--- config.mk ---
export PLATFORM = sky130hd
export DESIGN_NAME = dqso_cfg
export DESIGN_NICKNAME = d
export VERILOG_FILES = /design/src/hdl/dqso_pkg.sv /design/src/hdl/dqso_cfg.sv
export SDC_FILE = /design/constraint.sdc
export NUM_CORES = 1
export LEC_CHECK = 0
export BUFFER_PORTS_ARGS = -buffer_cell sky130_fd_sc_hd__buf_2
export CAP_MARGIN = 10
export CELL_PAD_IN_SITES_DETAIL_PLACEMENT = 0
export CELL_PAD_IN_SITES_GLOBAL_PLACEMENT = 2
export CORE_ASPECT_RATIO = 1.4
export CORE_MARGIN = 5
export CORE_UTILIZATION = 31
export DETAILED_ROUTE_END_ITERATION = 10
export GPL_ROUTABILITY_DRIVEN = 1
export PLACE_DENSITY_LB_ADDON = 0.1
export SLEW_MARGIN = 20
export SYNTH_ARGS = -nofsm -noshare
export SYNTH_HDL_FRONTEND = slang
export SYNTH_SLANG_ARGS = --single-unit
--- constraint.sdc ---
create_clock -name clk_i -period 1.4 [get_ports clk_i]
set_input_delay 0.14 -clock clk_i [delete_from_list [all_inputs] [get_ports clk_i]]
set_output_delay 0.14 -clock clk_i [all_outputs]
set_load 0.02 [all_outputs]
--- src/hdl/dqso_pkg.sv ---
package dqso_pkg;

  localparam int unsigned CountW = 32;
  localparam int unsigned GainW  = 32;
  localparam int unsigned LimitW = 16;
  localparam int unsigned DistW  = 64;
  localparam int unsigned MeanW  = 48;
  localparam int unsigned AddrW  = 4;

  localparam logic [LimitW-1:0] DistanceLimitReset = 16'd10000;

  typedef enum logic [1:0] {
    RegSpeedGain     = 2'd0,
    RegDistanceGain  = 2'd1,
    RegDistanceLimit = 2'd2
  } reg_idx_e;

  typedef struct packed {
    logic [GainW-1:0]  speed_gain;
    logic [GainW-1:0]  distance_gain;
    logic [LimitW-1:0] distance_limit;
  } cfg_t;

  // one beat after decode and the multipliers
  typedef struct packed {
    logic              op;
    logic [CountW-1:0] count_left;
    logic [CountW-1:0] count_right;
    logic [CountW-1:0] delta_left;
    logic [CountW-1:0] delta_right;
    logic [DistW-1:0]  speed_prod_left;
    logic [DistW-1:0]  speed_prod_right;
    logic [DistW-1:0]  dist_prod_left;
    logic [DistW-1:0]  dist_prod_right;
  } stage_t;

endpackage

--- src/hdl/dqso_cfg.sv ---
module dqso_cfg import dqso_pkg::*; (
  input  logic             clk_i,
  input  logic             rst_ni,
  input  logic             psel,
  input  logic             penable,
  input  logic             pwrite,
  input  logic [AddrW-1:0] paddr,
  input  logic [31:0]      pwdata,
  output logic [31:0]      prdata,
  output logic             pready,
  output cfg_t             cfg_o
);

  cfg_t     cfg_q;
  logic     wr;
  reg_idx_e idx;

  assign pready = 1'b1;
  assign wr     = psel && penable && pwrite && pready;
  assign idx    = reg_idx_e'(paddr[3:2]);
  assign cfg_o  = cfg_q;

  always_ff @(posedge clk_i or negedge rst_ni) begin
    if (!rst_ni) begin
      cfg_q.speed_gain     <= '0;
      cfg_q.distance_gain  <= '0;
      cfg_q.distance_limit <= DistanceLimitReset;
    end else if (wr) begin
      unique case (idx)
        RegSpeedGain:     cfg_q.speed_gain     <= pwdata;
        RegDistanceGain:  cfg_q.distance_gain  <= pwdata;
        RegDistanceLimit: cfg_q.distance_limit <= pwdata[LimitW-1:0];
        default: ;
      endcase
    end
  end

  always_comb begin
    unique case (idx)
      RegSpeedGain:     prdata = cfg_q.speed_gain;
      RegDistanceGain:  prdata = cfg_q.distance_gain;
      RegDistanceLimit: prdata = {{(32-LimitW){1'b0}}, cfg_q.distance_limit};
      default:          prdata = '0;
    endcase
  end

endmodule

**Word level (Yosys, flattened, before mapping)**

Cells that the tools add are included.

- Output and inout bits: 113
- Logic and storage cells: 12
- Flip-flop bits (word level): 80
- Input bits: 41

- Multiplexer cells: 1
- Reductions and logical operators: 6
- Equality and inequality tests: 2

Operators with widths:

| cell | number |
|---|---|
| 32-bit one-hot mux with 3 select lines | 1 |
| 2-bit AND reduction | 3 |
| 2-bit by 1-bit equality test with 1-bit output (second input constant) | 1 |
| 2-bit equality test (second input constant) | 1 |
| 1-bit logical AND | 2 |
| 2-bit zero test | 1 |

**Logic depth before layout (Yosys ltp)**

Gate-level depths: netlist (run 1).

- Depth in word-level cells: 3
- Gate-level depth with buffers: 6
- Gate-level depth less buffers: 3

**Least setup slack after synthesis (run 1)**

Ideal clock, no wire load.

- Path kind: in2reg
- From: in paddr[2]
- To: reg cfg_q, in the netlist cfg_o[11]
- Stages: 4
- Data required time: 1.275 ns
- Buffers on the path: 2
- Data arrival time: 1.246 ns
- Slack: 0.029 ns
- Library setup time: 0.125 ns
- Cell sequence: buf_4 nor3b_2 buf_4 mux2_2

- Longest elaborated chain between the ends: 2

RTL lines:

| what | RTL line | RTL |
|---|---|---|
| from (decl) | dqso_cfg.sv:7 | `input logic [AddrW-1:0] paddr,` |
| 2-bit equality test | dqso_cfg.sv:29 | `unique case (idx)` |
| 2-bit AND reduction (no source line) | n/a |  |
| to (decl) | dqso_cfg.sv:14 | `cfg_t cfg_q;` |

Every way passes these cells.
A chain may end at the register's enable or synchronous reset.

**Worst setup path in the final report (run 1)**

- From: reg cfg_q, in the netlist cfg_o[13]
- To: out prdata[13]

- Longest elaborated chain between the ends: 1

RTL lines:

| what | RTL line | RTL |
|---|---|---|
| 32-bit one-hot mux with 3 select lines | dqso_cfg.sv:39 | `unique case (idx)` |
| to (decl) | dqso_cfg.sv:9 | `output logic [31:0] prdata,` |

Every way passes these cells.

==> results.md, run 1 <==
- Status: finished, final reports clean
- Startpoint types: flop
- Total power: 8.42 mW
- Vias: 2704
- Nets: 474
- Post-Synthesis Cells: 265
- Hold Path Cell Cnt: 2
- Flop pwr share: 39.2%
- Slew Limit Fails: 0
- Crit-path max FO: 3
- Syn_nets: 306
- Area of the die: 14300 um^2
- Primary FF master, synth: dfrtp_1
- Worst r2r dst: cfg_o[24]
- Clock period minus final worst setup slack: 1.32 ns
- GRT Util Overall: 15.2%
- Vias/cell: 4.62
- P_sw: 2.90 mW
- Yosys top cell by area: dfrtp_1
- FP Rows: 47
- Asr flop ratio synth: 100%
- Area grow syn2layout: 37.7%
- Number of remaining DRC errors: 0
- Ant. Diodes: 0
- Switching share of total power: 34.4%
- R2r worst-path depth: 2
- Yosys reg bits: 80
- Clk_lat worst skew: 0.33 ns
- Final core area utilization: 43.4%
- CTS root buffer: clkbuf_16
- DR pass1 iterations: 4
- Layout cell share with drive strength beyond 1: 63.2%
- Mapped Avg Cell Area: 14.0 um^2
- H-tree depth: 3
- Die X: 102 um
- First-pass GRT wire length: 16700 um
- Worst Hold End: cfg_o[46]
- Area contributors post-synth: dfrtp_1, mux2_2, mux2_4
- Top-count cell post-synth: dfrtp_1
- Starting density of the core: 31.5%
- Overflow after GRT: 0
- Gate power share: 33.3%
- Total negative slack: 0 ns
- Critical Path, Cell by Cell: nand2_1, o21ai_0, buf_2
- TritonCTS clock tree: built
- Routed Antenna Nets: 0
- Number of global-route vias before repair: 2953
- Max Clock Freq: 760 MHz
- RSZ-0062 raised after global routing: false
- DP Wirelength: 7970 um
- P_int: 5.52 mW
- Number of I/O pins: 154
- WHS: 0.0492 ns
- Final WS setup: 0.0841 ns
- Largest register FFs: 80
- Crit path kind: flop to output port
- Synth warnings: 0
- CTS buffer count: 9
- Number of synthesized flops with an enable pin: 0
- Yosys cell types: 19
- Post-place setup slack: -0.101 ns
- Final Setup Violations: 0
- CP endpoint kind: output port
- Fin area: 5100 um^2
- Required @ worst endpoint: 1.26 ns
- Post-Syn Area: 3700 um^2
- Min-delay src: pwdata[30]
- Sink Count: 80
- Antenna violations before repair: 1
- Hold Violations, Final: 0
- Pwr dens: 1650 nW/um^2
- Reg-to-reg startpoint: cfg_o[24]
- Clk buf depth: 2
- Largest net degree at the start of global routing: 31
- Core Area: 11800 um^2
- Yosys top cell area share: 50.7%
- WL/cell: 17.9 um
- Reg2reg setup slack: 0.50 ns
- Final period utilization: 94.0%
- GP Congestion: 0.693
- Initial DRC count: 48
- Placed Cells: 566
- Max IR drop VDD: 0.515 mV
- Post-synth top cells: dfrtp_1, mux2_2, mux2i_1
- Leakage: 2.69 nW
- Clk pwr share: 27.4%
- Non-Filler Instances: 585
- Layout Skew: 0 ns
- # Max-Cap Violations: 0
- Drt total wl: 10500 um
- Critical-path top delay cell: dfstp_2
- Port Buffers: 150
- HP Class: input port to flop
- Placed inst area: 4780 um^2
- CTS clk-pin slew, worst paths: 0.06 ns
- Seq/Total Area, Yosys: 54.2%
- Die H: 139 um
- Worst path max stage delay: 0.54 ns
- WP data arrival: 1.18 ns
## layer usage
layer	routed length (um)	global-route usage [%]	share of wire, %
met5	13	0	0.12
met4	194	6.43	1.9
met3	769	3.61	7.3
met2	5170	25.0	49
met1	4320	18.8	41
## logic make-up (layout without fill, tap and decap cells)
family,Yosys count,in the layout,share of synthesized area [%]
compound gates,16,16,2.16
flops,80,80,54.2
mux,112,112,36.0
other cells,1,1,0.101
buf+inv,19,192,3.11
simple gates,37,37,4.39
## power groups by stage
stage                     sequential [mW]  combinational (mW)  clock, mW
after floorplan                      3.95                1.08          0
after global placement               3.33                2.80          0
after detailed placement             3.34                2.83          0
after CTS                            3.31                2.84       2.38
after global routing                 3.39                3.03       2.47
final                                3.30                2.80       2.31
## area by class of cell
type / count / area [um^2]
Clock buffer: 12 / 246
Sequential cell: 80 / 2010
Multi-Input combinational cell: 166 / 1600
Timing Repair Buffer: 176 / 1020
Tap cell: 147 / 184
Clock inverter: 4 / 45.0
Fill cell: 1180 / 6660
## how the worst max path moves through the flow
stage / start / end / slack, ns / cells past startpoint
CTS: paddr[2] / prdata[0] / 0.05 / 6
finish: cfg_o[13] / prdata[13] / 0.08 / 3
global placement: paddr[2] / cfg_o[68] / -0.08 / 5
global route: paddr[2] / prdata[11] / 0.004 / 6
floorplan: paddr[2] / cfg_o[11] / 0.03 / 4
detailed placement: pwrite / cfg_o[33] / -0.10 / 5
## critical path: cells and delay by family (launching register included)
family	cells	cell delay [ns]
DFF	1	0.54
AOI/OAI and AO/OA	1	0.06
and+or+nand+nor	1	0.04
buffers and inverters	1	0.20
## cell usage in the layout, fill, tap and decap left out, drive strengths merged
cell         netlist  layout
buf               14     175
mux2              80      80
dfrtp             75      75
mux2i             32      32
nor2              16      16
nand2             16      16
o21ai             16      16
clkbuf             5      12
dfstp              5       5
clkinv             0       3
nor2b              1       1
nand3              1       1
nor3               1       1
or3b               1       1
nor3b              1       1
conb               1       1
bufinv             0       1
dlygate4sd3        0       1
## timing repair
item,in CTS,in global routing
gates resized for setup,0,5
endpoints found under the setup margin,0,4
endpoints found under the hold margin,23,0
buffers inserted,0,2
hold buffers,1,0
Note: power is estimated with default switching activity, not from simulation.
==> run 2: changes to the inputs <==
Clock period 1.4 ns to 1.5 ns, I/O delays scaled along.
==> results.md, run 2 (same netlist as run 1, synthesis figures left out) <==
- Fill count: 1169 (was 1180)
- Clk buf depth: 2 (unchanged)
- Commonest non-fill, non-tap cells in the layout: buf_2, dfrtp_1, mux2_2 (unchanged)
- Overflow after GRT: 0 (unchanged)
- H-tree depth: 3 (unchanged)
- CTS root buffer: clkbuf_16 (unchanged)
- CTS clk-pin slew, worst paths: 0.06 ns (about the same)
- Largest register FFs: 80 (unchanged)
- Critical path buffer and inverter count: 1 (unchanged)
- Initial DRC count: 50 (was 48)
- Final Setup Violations: 0 (unchanged)
- Die H: 139 um (unchanged)
- Nets: 468 (was 474)
- Max IR drop VDD: 0.614 mV (was 0.515 mV)
- HP Class: input port to flop (unchanged)
- WHS: 0.0555 ns (was 0.0492 ns)
- Number of I/O pins: 154 (unchanged)
- Starting density of the core: 31.5% (unchanged)
- Area grow syn2layout: 36.6% (was 37.7%)
- FF+latch area: 2010 um^2 (unchanged)
- Vias: 2693 (was 2704)
- Crit path max-delay family: flip-flops (unchanged)
- Ant. Diodes: 0 (unchanged)
- CTS buffer count: 9 (unchanged)
- FP Rows: 47 (unchanged)
- Critical-path top delay cell: dfstp_2 (unchanged)
- Footprint of the multi-input gates: 1600 um^2 (about the same)
- Non-Filler Instances: 579 (was 585)
- GP Congestion: 0.697 (was 0.693)
- Placed Cells: 562 (was 566)
- Clock period minus final worst setup slack: 1.34 ns
- First-pass GRT wire length: 16400 um (was 16700 um)
- # Max-Cap Violations: 0 (unchanged)
- Startpoint types: flop (unchanged)
- GRT Util Overall: 15.0% (was 15.2%)
- WP data arrival: 1.19 ns (was 1.18 ns)
- Area of the die: 14300 um^2 (unchanged)
- Max Clock Freq: 745 MHz
- RSZ-0062 raised after global routing: false (unchanged)
- Port Buffers: 150 (unchanged)
- Layout cell share with drive strength beyond 1: 62.7% (was 63.2%)
- Routed Antenna Nets: 0 (unchanged)
- Number of global-route vias before repair: 2871 (was 2953)
- Largest net degree at the start of global routing: 34 (was 31)
- Critical Path, Cell by Cell: nand2_1, o21ai_0, buf_2 (unchanged)
- Crit-path max FO: 3 (unchanged)
- Layout Skew: 0 ns (unchanged)
- Slew Limit Fails: 0 (unchanged)
- Status: finished, final reports clean (unchanged)
- DR pass1 iterations: 4 (unchanged)
- Worst path max stage delay: 0.54 ns (about the same)
- Die X: 102 um (unchanged)
- Core Area: 11800 um^2 (unchanged)
- Final core area utilization: 43.0% (was 43.4%)
- DP Wirelength: 7640 um (was 7970 um)
- Sink Count: 80 (unchanged)
- Number of remaining DRC errors: 0 (unchanged)
- Clk_lat worst skew: 0.33 ns (about the same)
- Vias/cell: 4.65 (was 4.62)
- Final period utilization: 89.5%
- Hold Violations, Final: 0 (unchanged)
- Pwr dens: 1580 nW/um^2 (was 1650 nW/um^2)
- TritonCTS clock tree: built (unchanged)
- WL/cell: 18.1 um (was 17.9 um)
- Drt total wl: 10500 um (about the same)
- Placed inst area: 4730 um^2 (was 4780 um^2)
- Fin area: 5060 um^2 (was 5100 um^2)
- CP endpoint kind: output port (unchanged)
- Most common cell after layout, fill and taps aside: buf_2 (unchanged)
- Post-CTS setup buffer count: 0 (unchanged)
- Total power: 7.97 mW (was 8.42 mW)
- Antenna violations before repair: 0 (was 1)
- Crit path kind: flop to output port (unchanged)
- Leakage: 2.66 nW (was 2.69 nW)
- Required @ worst endpoint: 1.35 ns (was 1.26 ns)
[run 2: final timing paths]
check	startpoint	endpoint	slack, ns	cells after the start
setup / recovery	cfg_o[9]	prdata[9]	0.16	3
hold / removal	pwdata[31]	cfg_o[47]	0.06	2
setup reg to reg	cfg_o[69]	cfg_o[69]	0.70	1
hold reg to reg	cfg_o[76]	cfg_o[76]	0.51	1
max in group asynchronous	rst_ni	cfg_o[13]	0.59	3
min in group asynchronous	rst_ni	cfg_o[76]	0.31	2
[run 2: cell type report]
type / count / area share (%)
well taps: 147 / 3.64
clock buffers: 10 / 4.53
multi-input cells: 166 / 31.5
clock inverters: 6 / 1.66
flip-flops and latches: 80 / 39.7
repair buffers: 170 / 19.0
[run 2: metal layers]
| layer | part of all wire, % | GRT usage [%] | routed length (um) | vias to the layer above |
|---|---|---|---|---|
| li1 | - | - | - | 1247 |
| met1 | 42 | 19.5 | 4410 | 1337 |
| met2 | 48 | 23.7 | 5040 | 99 |
| met3 | 8.1 | 4.01 | 845 | 10 |
| met4 | 1.5 | 5.67 | 161 | 0 |
| met5 | 0 | 0 | 0 | - |
[run 2: what timing repair did]
action | 4_1_cts | 5_1_grt
gates resized for setup | 0 | 1
endpoints found under the setup margin | 0 | 1
hold buffers | 1 | 0
hold endpoints to repair | 27 | 0
[run 2: per-stage QoR]
stage,setup slack (ns),TNS [ns]
6_report,0.157,0
5_1_grt,0.0686,0
4_1_cts,0.0396,0
3_5_place_dp,-0.00339,-0.00481
3_3_place_gp,0.00823,0
2_1_floorplan,0.119,0
[run 2: where the power goes]
part / total [mW] / internal, mW / switching [mW]
Clock: 2.31 / 1.45 / 0.857
Sequential: 3.09 / 2.69 / 0.396
Combinational: 2.58 / 1.11 / 1.47
