==> src/hdl/dqso_pkg.sv <==
package dqso_pkg;

  localparam int unsigned CountW = 32;
  localparam int unsigned GainW  = 32;
  localparam int unsigned LimitW = 16;
  localparam int unsigned DistW  = 64;
  localparam int unsigned MeanW  = 48;
  localparam int unsigned AddrW  = 4;

  localparam logic [LimitW-1:0] DistanceLimitReset = 16'd10000;

  typedef enum logic [1:0] {
    RegSpeedGain     = 2'd0,
    RegDistanceGain  = 2'd1,
    RegDistanceLimit = 2'd2
  } reg_idx_e;

  typedef struct packed {
    logic [GainW-1:0]  speed_gain;
    logic [GainW-1:0]  distance_gain;
    logic [LimitW-1:0] distance_limit;
  } cfg_t;

  // one beat after decode and the multipliers
  typedef struct packed {
    logic              op;
    logic [CountW-1:0] count_left;
    logic [CountW-1:0] count_right;
    logic [CountW-1:0] delta_left;
    logic [CountW-1:0] delta_right;
    logic [DistW-1:0]  speed_prod_left;
    logic [DistW-1:0]  speed_prod_right;
    logic [DistW-1:0]  dist_prod_left;
    logic [DistW-1:0]  dist_prod_right;
  } stage_t;

endpackage

==> src/hdl/dqso_odometry.sv <==
module dqso_odometry import dqso_pkg::*; (
  input  logic                     clk_i,
  input  logic                     rst_ni,
  input  cfg_t                     cfg_i,
  input  logic                     stage_valid_i,
  input  stage_t                   stage_i,
  output logic                     advance_o,
  input  logic                     out_ready_i,
  output logic                     out_valid_o,
  output logic signed [CountW-1:0] count_left_o,
  output logic signed [CountW-1:0] count_right_o,
  output logic signed [CountW-1:0] delta_left_o,
  output logic signed [CountW-1:0] delta_right_o,
  output logic signed [CountW-1:0] speed_left_o,
  output logic signed [CountW-1:0] speed_right_o,
  output logic signed [MeanW-1:0]  distance_mean_o,
  output logic                     distance_cleared_o
);

  logic [DistW-1:0]  dist_l_q, dist_r_q, lsum, rsum;
  logic [DistW:0]    sum, thr;
  logic              load, exceed, out_valid_q, op_q, cleared_q;
  logic [CountW-1:0] cnt_l_q, cnt_r_q, dl_q, dr_q, sl_q, sr_q;
  logic [MeanW-1:0]  mean_q;

  function automatic logic [CountW-1:0] sat_speed(input logic [DistW-1:0] p);
    logic [16:0] top;
    top = p[63:47];
    if (&top || ~|top) return p[47:16];
    return p[63] ? 32'h8000_0000 : 32'h7fff_ffff;
  endfunction

  assign advance_o = !out_valid_q || out_ready_i;
  assign load      = advance_o && stage_valid_i;

  always_comb begin
    lsum   = dist_l_q + stage_i.dist_prod_left;
    rsum   = dist_r_q + stage_i.dist_prod_right;
    sum    = {lsum[DistW-1], lsum} + {rsum[DistW-1], rsum};
    thr    = {{(DistW+1-LimitW-33){1'b0}}, cfg_i.distance_limit, 33'd0};
    exceed = stage_i.op && ($signed(sum) > $signed(thr));
  end

  always_ff @(posedge clk_i or negedge rst_ni) begin
    if (!rst_ni) begin
      dist_l_q    <= '0;
      dist_r_q    <= '0;
      out_valid_q <= 1'b0;
    end else begin
      if (advance_o) out_valid_q <= stage_valid_i;
      if (load) begin
        dist_l_q <= exceed ? '0 : lsum;
        dist_r_q <= exceed ? '0 : rsum;
      end
    end
  end

  always_ff @(posedge clk_i) begin
    if (load) begin
      op_q      <= stage_i.op;
      cnt_l_q   <= stage_i.count_left;
      cnt_r_q   <= stage_i.count_right;
      dl_q      <= stage_i.delta_left;
      dr_q      <= stage_i.delta_right;
      sl_q      <= sat_speed(stage_i.speed_prod_left);
      sr_q      <= sat_speed(stage_i.speed_prod_right);
      mean_q    <= exceed ? '0 : sum[DistW:DistW-MeanW+1];
      cleared_q <= exceed;
    end
  end

  assign out_valid_o        = out_valid_q;
  assign count_left_o       = $signed(cnt_l_q);
  assign count_right_o      = $signed(cnt_r_q);
  assign delta_left_o       = $signed(dl_q);
  assign delta_right_o      = $signed(dr_q);
  assign speed_left_o       = $signed(sl_q);
  assign speed_right_o      = $signed(sr_q);
  assign distance_mean_o    = $signed(mean_q);
  assign distance_cleared_o = cleared_q;

  a_edge_quiet: assert property (@(posedge clk_i) disable iff (!rst_ni)
    out_valid_q && !op_q |-> dl_q == '0 && dr_q == '0 && sl_q == '0 && sr_q == '0
      && !cleared_q)
    else $error("edge result with tick fields set");

  a_clear_zeroes: assert property (@(posedge clk_i) disable iff (!rst_ni)
    load && exceed |=> dist_l_q == '0 && dist_r_q == '0)
    else $error("distances not cleared");

  a_clear_mean: assert property (@(posedge clk_i) disable iff (!rst_ni)
    out_valid_q && cleared_q |-> mean_q == '0)
    else $error("cleared beat with non-zero mean");

endmodule
==> config.mk <==
export PLATFORM = sky130hd
export DESIGN_NAME = dqso_odometry
export DESIGN_NICKNAME = d
export VERILOG_FILES = /design/src/hdl/dqso_pkg.sv /design/src/hdl/dqso_odometry.sv
export SDC_FILE = /design/constraint.sdc
export NUM_CORES = 1
export LEC_CHECK = 0
export ABC_AREA = 0
export BUFFER_PORTS_ARGS = -buffer_cell sky130_fd_sc_hd__buf_2
export CORE_ASPECT_RATIO = 0.5
export CORE_MARGIN = 4
export CORE_UTILIZATION = 45
export CTS_CLUSTER_DIAMETER = 200
export DETAILED_ROUTE_END_ITERATION = 12
export GPL_TIMING_DRIVEN = 0
export PLACE_DENSITY = 0.76
export RECOVER_POWER = 100
export SLEW_MARGIN = 20
export SYNTH_ARGS = -nofsm -noshare
export SYNTH_HDL_FRONTEND = slang
export SYNTH_SLANG_ARGS = --single-unit
export TNS_END_PERCENT = 100
==> constraint.sdc <==
create_clock -name clk_i -period 10.9 [get_ports clk_i]
set_input_delay 1.09 -clock clk_i [delete_from_list [all_inputs] [get_ports clk_i]]
set_output_delay 1.09 -clock clk_i [all_outputs]
set_load 0.1 [all_outputs]
=== Word-level counts from Yosys, hierarchy flattened ===
Cells that the tools add are included.

* Register bits after elaboration: 370
* Latch bits: 0
* Memory bits (writable): 0
* ROM bits: 0
* Bits of input ports: 469
* Output and inout port bits: 243
* Word-level logic and storage cells: 39
* Memories kept: 0

* Add/subtract/negate cells: 3
* $mul: 0
* Divide/modulo/power cells: 0
* $lt $le $gt $ge: 1
* Equality and inequality tests: 0
* Shifts and indexed selects: 0
* Multiplexer cells: 12
* Bitwise gates (word level): 0
* Reductions and logical operators: 12

{| class="wikitable"
|+ Operator list
! kind !! count
|-
| $mux 32 || 6
|-
| $add 64x64->64 || 2
|-
| $mux 64 || 2
|-
| $add 64x64->65 || 1
|-
| $gt 65x50->1 || 1
|-
| $reduce_and 17->1 || 2
|-
| $reduce_or 17->1 || 2
|-
| $mux 1 || 4
|-
| $logic_not 1->1 || 3
|-
| $logic_or 1x1->1 || 3
|-
| $logic_and 1x1->1 || 2
|}

=== Depth between registers and ports, before layout ===
Gate-level depths: netlist of run 1.

* Depth after elaboration: 6
* Depth in mapped cells: 44

=== Worst setup path after synthesis of run 1 ===
No wires, ideal clock.

* Path type: input port to flip-flop
* Start: input port out_ready_i
* End: register dist_l_q[63]
* Setup time: 0.453 ns
* Arrival time: 9.994 ns
* Data required time: 10.447 ns
* Path slack: 0.453 ns
* Stages on the path: 7
* Path buffers: 3
* Cell sequence: nand2b_1 -> nand2_1 -> inv_1 -> clkbuf_1 -> clkbuf_1 -> buf_1 -> a311oi_1

* Word-level cells in the longest chain between the ends: 2

{| class="wikitable"
|+ RTL lines
! item !! line !! source
|-
| start: declaration || dqso_odometry.sv:8 || <nowiki>input logic out_ready_i,</nowiki>
|-
| $logic_or 1x1->1 || dqso_odometry.sv:33 || <nowiki>assign advance_o = !out_valid_q || out_ready_i;</nowiki>
|-
| $logic_and 1x1->1 || dqso_odometry.sv:34 || <nowiki>assign load = advance_o && stage_valid_i;</nowiki>
|-
| via load || dqso_odometry.sv:22 || <nowiki>logic load, exceed, out_valid_q, op_q, cleared_q;</nowiki>
|-
| end signal: assignment || dqso_odometry.sv:52 || <nowiki>dist_l_q <= exceed ? '0 : lsum;</nowiki>
|-
| end: declaration || dqso_odometry.sv:20 || <nowiki>logic [DistW-1:0] dist_l_q, dist_r_q, lsum, rsum;</nowiki>
|}

The timed path passes the listed nets, and every way through them passes these cells.
A chain may end at the register's enable or synchronous reset.

=== Worst setup path in the final report of run 1 ===
* Start: input port stage_i[0] (netlist name)
* End: register dist_r_q[51]

* Word-level cells in the longest chain between the ends: 5

{| class="wikitable"
|+ RTL lines
! item !! line !! source
|-
| start: declaration || dqso_odometry.sv:6 || <nowiki>input stage_t stage_i,</nowiki>
|-
| $add 64x64->64 || dqso_odometry.sv:38 || <nowiki>rsum = dist_r_q + stage_i.dist_prod_right;</nowiki>
|-
| $add 64x64->65 || dqso_odometry.sv:39 || <nowiki>sum = {lsum[DistW-1], lsum} + {rsum[DistW-1], rsum};</nowiki>
|-
| via sum[41] || dqso_odometry.sv:21 || <nowiki>logic [DistW:0] sum, thr;</nowiki>
|-
| $gt 65x50->1 || dqso_odometry.sv:41 || <nowiki>exceed = stage_i.op && ($signed(sum) > $signed(thr));</nowiki>
|-
| $logic_and 1x1->1 || dqso_odometry.sv:41 ||
|-
| $mux 64 || dqso_odometry.sv:53 || <nowiki>dist_r_q <= exceed ? '0 : rsum;</nowiki>
|-
| end signal: assignment || dqso_odometry.sv:53 ||
|-
| end: declaration || dqso_odometry.sv:20 ||
|}

The timed path passes the listed nets, and every way through them passes these cells.

==> impl_metrics.tcl, run 1 <==
set metrics [dict create \
    synth_area_sq_mm 0.0275 \
    final-hold-violation-count 0 \
    grt_use_total_pct 33.4 \
    seq_area_sq_mm 0.0105 \
    timing.final.max_slew_violations 346 \
    timing.max_cap.violations 10 \
    grt_start_max_net_pins 82 \
    grt_pass1_vias 26300 \
    final_design_area_no_fill_sq_mm 0.0340 \
    number_of_inserted_filler_cells_in_the_final_layout 5479 \
    violated_checks "capacitance limit, slew limit" \
    regToRegEndpoint "dist_r_q[51]" \
    clk_transition_reported_paths_ps 60 \
    endpoint_kind "flop" \
    holdPathStages 2 \
    synthesis.nets 3689 \
    gp_congestion 1.04 \
    core_sq_mm 0.0599 \
    grt_antenna_before_repair 23 \
    final.min_clock_period_ps 10810 \
    critical_path_peak_fanout 10 \
    wire_length_of_the_first_global_routing_pass_microns 166000 \
    drc 0 \
    final.setup.worst_slack_ps 85.2 \
    port_buffers 615 \
    cts-buffers-inserted 38 \
    final.period_utilization_pct 99.2 \
    dp_slack_ps -2680 \
    final.setup_skew_ps 18.4 \
    worstHoldStart "dist_l_q[49]" \
    tritoncts_clock_tree "done" \
    htreeDepth 2 \
    cp_slowest_cell "or4_4" \
    worstHoldPathType "reg2reg" \
    worstMarginPinSlew_ps 4830 \
    pin_count 712 \
    arrival_time_at_the_worst_endpoint_ps 11280 \
    max_clock_freq_mhz 92.5 \
    timing.critical_path.from_type "primary input" \
    final-setup-viol-count 0 \
    synth-main-ff-cell "edfxtp_1" \
    drt_iter0_markers 3449 \
    clk_path_buf_depth 3 \
    hpwlAfterDp_microns 93500 \
    yosysUniqueCellTypes 98 \
    critPathKind "in2reg" \
    multi_input_area_sq_mm 0.0166 \
    synthTopCellsByArea "edfxtp_1 (26%), dfrtp_1 (12%), ha_1 (9.3%), o21ai_0 (5.2%), a21oi_1 (3.9%)" \
    final_nets 4406 \
    die-area_sq_mm 0.0655 \
    floorplan.initialDensity_pct 46.0 \
    cts.root.buffer_cell "clkbuf_16" \
    netlist.area_leader.share_pct 26.3 \
    async_flop_share_pct 34.9 \
    hold_buffers 0 \
    reg2reg_from "dist_l_q[8]" \
    die_width_microns 358 \
    cell_area_reported_after_detailed_placement_sq_mm 0.0319 \
    yosys_register_bits 370 \
    layout-area-overhead-vs-synth_pct 23.6 \
    final_antenna_net_count 0 \
    finish.utilization_pct 56.8 \
    synth_sequential_area_ratio_pct 38.0 \
    via_per_inst 6.23 \
    wirelength_microns 116000 \
    data_required_time_at_the_worst_endpoint_ps 11360 \
    timing.slew.headroom_pct -222 \
    synth_most_common_cell "o21ai_0" \
    worst-r2r-cell-count 44 \
    synthCells 3012 \
    cts_sink_cnt 370 \
    num_rows 63 \
    route.vias.total 28500 \
    worstSkewPairLatency_ps 580 \
    final_layout_size_suffix_gt1_share_pct 18.8 \
    rrSetupSlack_ps 250 \
    die_height_microns 183 \
    syn_avg_cell_area_sq_um 9.15 \
    timing.critical_path.slowest_cell_delay_ps 670 \
    globalRouteOverflowTotal 0 \
    synth_warnings 0 \
    synth.top_cells.by_count "o21ai_0 (287), edfxtp_1 (241), a21oi_1 (216)" \
    yosys.area.top_type "edfxtp_1" \
    detailedRoute.firstPassIterationCount 6 \
    outcome "complete, but fails checks" \
    synth_enable_flop_cells 241 \
    worstHoldEndpoint "dist_l_q[49]" \
    avgRoutedWirePerCell_microns 25.4 \
]
-- layer usage --
layer	vias to the layer above	global-route usage, %	wire [microns]
met2	1556	52.2	51800
met5	-	0	103
met4	16	13.4	5180
li1	12800	-	-
met1	13900	45.8	48200
met3	307	6.68	11100
-- placed cells by master (no fill, tap or decap), types with 46 or more instances in the layout --
master,n
clkbuf_1,388
buf_2,381
o21ai_0,257
edfxtp_1,241
a21oi_1,199
ha_1,188
nand2_1,175
inv_1,171
nand3_1,166
nor2_1,134
dfrtp_1,129
and2_1,111
a21o_1,106
a22oi_1,104
xnor2_1,94
buf_4,59
nand4_1,48
nor3_1,46
-- critical path: cells and delay by family --
kind | cells | cell delay, ps
XOR/XNOR | 2 | 540
adder cells (fa/ha/maj) | 4 | 1110
AO/OA/AOI/OAI | 14 | 3210
AND/OR/NAND/NOR | 17 | 4260
buffers and inverters | 6 | 1030
-- cell families after synthesis --
| logic type | after synthesis | share of synthesized area (%) |
|---|---|---|
| AO/OA/AOI/OAI | 1060 | 25.9 |
| AND/OR/NAND/NOR | 867 | 16.3 |
| flip-flops | 370 | 38.0 |
| buffers and inverters | 339 | 4.85 |
| adder cells (fa/ha/maj) | 209 | 9.56 |
| XOR/XNOR | 155 | 4.98 |
| multiplexers | 12 | 0.441 |
-- worst max-delay path by stage --
stage                      from                  to  slack [ps]
finish               stage_i[0]        dist_r_q[51]          90
global route         stage_i[7]        dist_r_q[51]        -140
CTS                 stage_i[64]  distance_mean_o[3]          10
detailed placement  stage_i[72]  distance_mean_o[3]       -2680
global placement     stage_i[0]  distance_mean_o[3]       -4270
floorplan           out_ready_i        dist_l_q[63]         450
-- through the flow --
step / instances / hold WS [ps] / setup TNS, ps
3_3_place_gp: 4439 / 485 / -1156010
3_5_place_dp: 4450 / 492 / -355180
2_1_floorplan: 3012 / 467 / 0
4_1_cts: 4547 / 429 / 0
5_1_grt: 4579 / 527 / -5080
6_report: 4580 / 509 / 0
-- layout make-up --
cell class / instances / share of cell area [%]
diodes: 9 / 0.0662
plain buffers: 159 / 2.01
clock buffers: 43 / 3.03
clock inverters: 27 / 1.04
inverters: 174 / 1.93
multi-input cells: 2303 / 48.7
flip-flops and latches: 370 / 30.7
well taps: 812 / 2.98
repair buffers: 683 / 9.51
-- what timing repair did --
action	in CTS	in global routing
buffers inserted	31	26
endpoints found under the hold margin	0	0
setup endpoints to repair	161	161
pin swaps	34	48
gates resized for setup	93	107
Power of run 1 is left out: the tool's default activity adds up to more than one toggle a clock period on the data nets, which glitch-free logic cannot reach.
==> run 2, diff against run 1 <==
- BUFFER_PORTS_ARGS: -buffer_cell sky130_fd_sc_hd__buf_2 -> -buffer_cell sky130_fd_sc_hd__clkbuf_2
- PLACE_DENSITY: 0.76 -> 0.78
- clock period: 10.9 -> 9 ns (I/O delays scaled with it)
==> run 2 against run 1 <==
The run ends with capacitance limit, slew limit, setup timing left. Largest cell class unchanged. Global-route usage increased by 1.6 points. Worst hold slack got worse by 5.9 ps. Utilization increased by 3.4 points. Critical path depth unchanged. Register-to-register slack got worse by 1600 ps. Final area increased by 6.0%. Non-clock buffer count increased by 74. Worst setup slack got worse by 1500 ps.
==> impl_metrics.tcl, run 2 (synthesis results as in run 1) <==
set metrics [dict create \
    core_sq_mm 0.0599 \
    timing.critical_path.slowest_cell_delay_ps 610 \
    endpoint_kind "flop" \
    num_rows 63 \
    clk_path_buf_depth 3 \
    final.setup.worst_slack_ps -1380 \
    hpwlAfterDp_microns 94000 \
    cp_slowest_cell "or4_4" \
    drc 0 \
    max_clock_freq_mhz 96.4 \
    gp_congestion 1.03 \
    htreeDepth 2 \
    holdPathStages 1 \
    layout-area-overhead-vs-synth_pct 31.1 \
    worstMarginPinSlew_ps 5080 \
    placed_cells 4444 \
    final_antenna_net_count 0 \
    grt_use_total_pct 35.1 \
    timing.critical_path.from_type "primary input" \
    cts.root.buffer_cell "clkbuf_16" \
    grt_pass1_vias 27400 \
    wire_length_of_the_first_global_routing_pass_microns 173000 \
    commonest_non_fill_non_tap_cell_in_the_layout "clkbuf_1" \
    final.min_clock_period_ps 10380 \
    dp_slack_ps -3680 \
    port_buffers 615 \
    cts_sink_cnt 370 \
    unrepaired_setup_endpoints_after_global_routing "yes" \
    final-hold-violation-count 0 \
    clk_transition_reported_paths_ps 70 \
    timing.final.max_slew_violations 296 \
    critPathKind "in2reg" \
    final_layout_size_suffix_gt1_share_pct 24.8 \
    wirelength_microns 124000 \
    timing.slew.headroom_pct -239 \
    worst-r2r-cell-count 42 \
    timing.max_cap.violations 4 \
    hold_buffers 0 \
    data_required_time_at_the_worst_endpoint_ps 9380 \
    via_per_inst 6.36 \
    floorplan.initialDensity_pct 46.0 \
    tritoncts_clock_tree "done" \
    globalRouteOverflowTotal 0 \
    detailedRoute.firstPassIterationCount 7 \
    worstSkewPairLatency_ps 580 \
    worstHoldPathType "in2reg" \
    drt_iter0_markers 4040 \
    final_nets 4479 \
    die_width_microns 358 \
    final_cell_count_no_fill 4654 \
    die-area_sq_mm 0.0655 \
    outcome "complete, but fails checks" \
    route.vias.total 29600 \
    most_used_cells_in_the_layout_excluding_fill_and_tap_cells "clkbuf_1 (375), clkbuf_2 (361), edfxtp_1 (241)" \
    pin_count 712 \
    arrival_time_at_the_worst_endpoint_ps 10760 \
    final.period_utilization_pct 115 \
    final-setup-viol-count 161 \
    avgRoutedWirePerCell_microns 26.6 \
    grt_antenna_before_repair 14 \
    violated_checks "capacitance limit, slew limit, setup timing" \
    cts-buffers-inserted 37 \
    die_height_microns 183 \
    grt_start_max_net_pins 90 \
    critical_path_peak_fanout 7 \
    final.setup_skew_ps 31.4 \
]
==> run 2: metrics by stage <==
stage                     hold WS (ps)  util [%]   TNS, ps  area, sq um
after floorplan                    467         -    -11170        27700
after global placement             486      53.0  -1328030        31800
after detailed placement           487      53.2   -523240        31900
after CTS                          280      59.0   -164670        35400
after global routing               490      60.3   -223150        36100
final                              503      60.3   -194540        36100
==> run 2: path summary, 6_finish.rpt <==
check,from,slack (ps),end
max,stage_i[64],-1380,distance_mean_o[7]
min in group asynchronous,rst_ni,1330,dist_l_q[26]
max reg2reg,dist_l_q[0],-1370,distance_mean_o[7]
min reg2reg,dist_l_q[49],510,dist_l_q[49]
max in group asynchronous,rst_ni,1600,dist_l_q[38]
min,stage_i[307],500,delta_left_o[19]
==> run 2: worst max-delay path, delay by kind of cell <==
family / cells / cell delay (ps)
AO/OA/AOI/OAI: 17 / 3600
AND/OR/NAND/NOR: 11 / 3050
buffers and inverters: 8 / 1080
adder cells (fa/ha/maj): 5 / 1510
XOR/XNOR: 2 / 580
==> run 2: cell type report <==
type,count,area (sq um)
antenna,12,30.0
multi-input combinational,2303,17700
tap,812,1020
buffer,151,873
sequential,370,10500
clock inverter,23,229
fill,5200,23800
clock buffer,44,983
timing repair buffer,765,4170
inverter,174,659
==> run 2: repair_timing <==
action                                  CTS  global route
setup buffers                           112            28
pin swaps                               122            77
endpoints found under the setup margin  163           163
hold endpoints to repair                  0             0
gates resized for setup                 352           211
gates cloned                              7             4
==> run 2: layer usage <==
| metal | vias to the layer above | share of wire (%) | track usage [%] |
|---|---|---|---|
| li1 | 12900 | - | - |
| met5 | - | 0.0097 | 0 |
| met1 | 14400 | 40 | 46.6 |
| met2 | 1920 | 43 | 53.7 |
| met4 | 2 | 5.6 | 16.0 |
| met3 | 387 | 11 | 9.56 |
Power of run 2 is left out for the same reason.
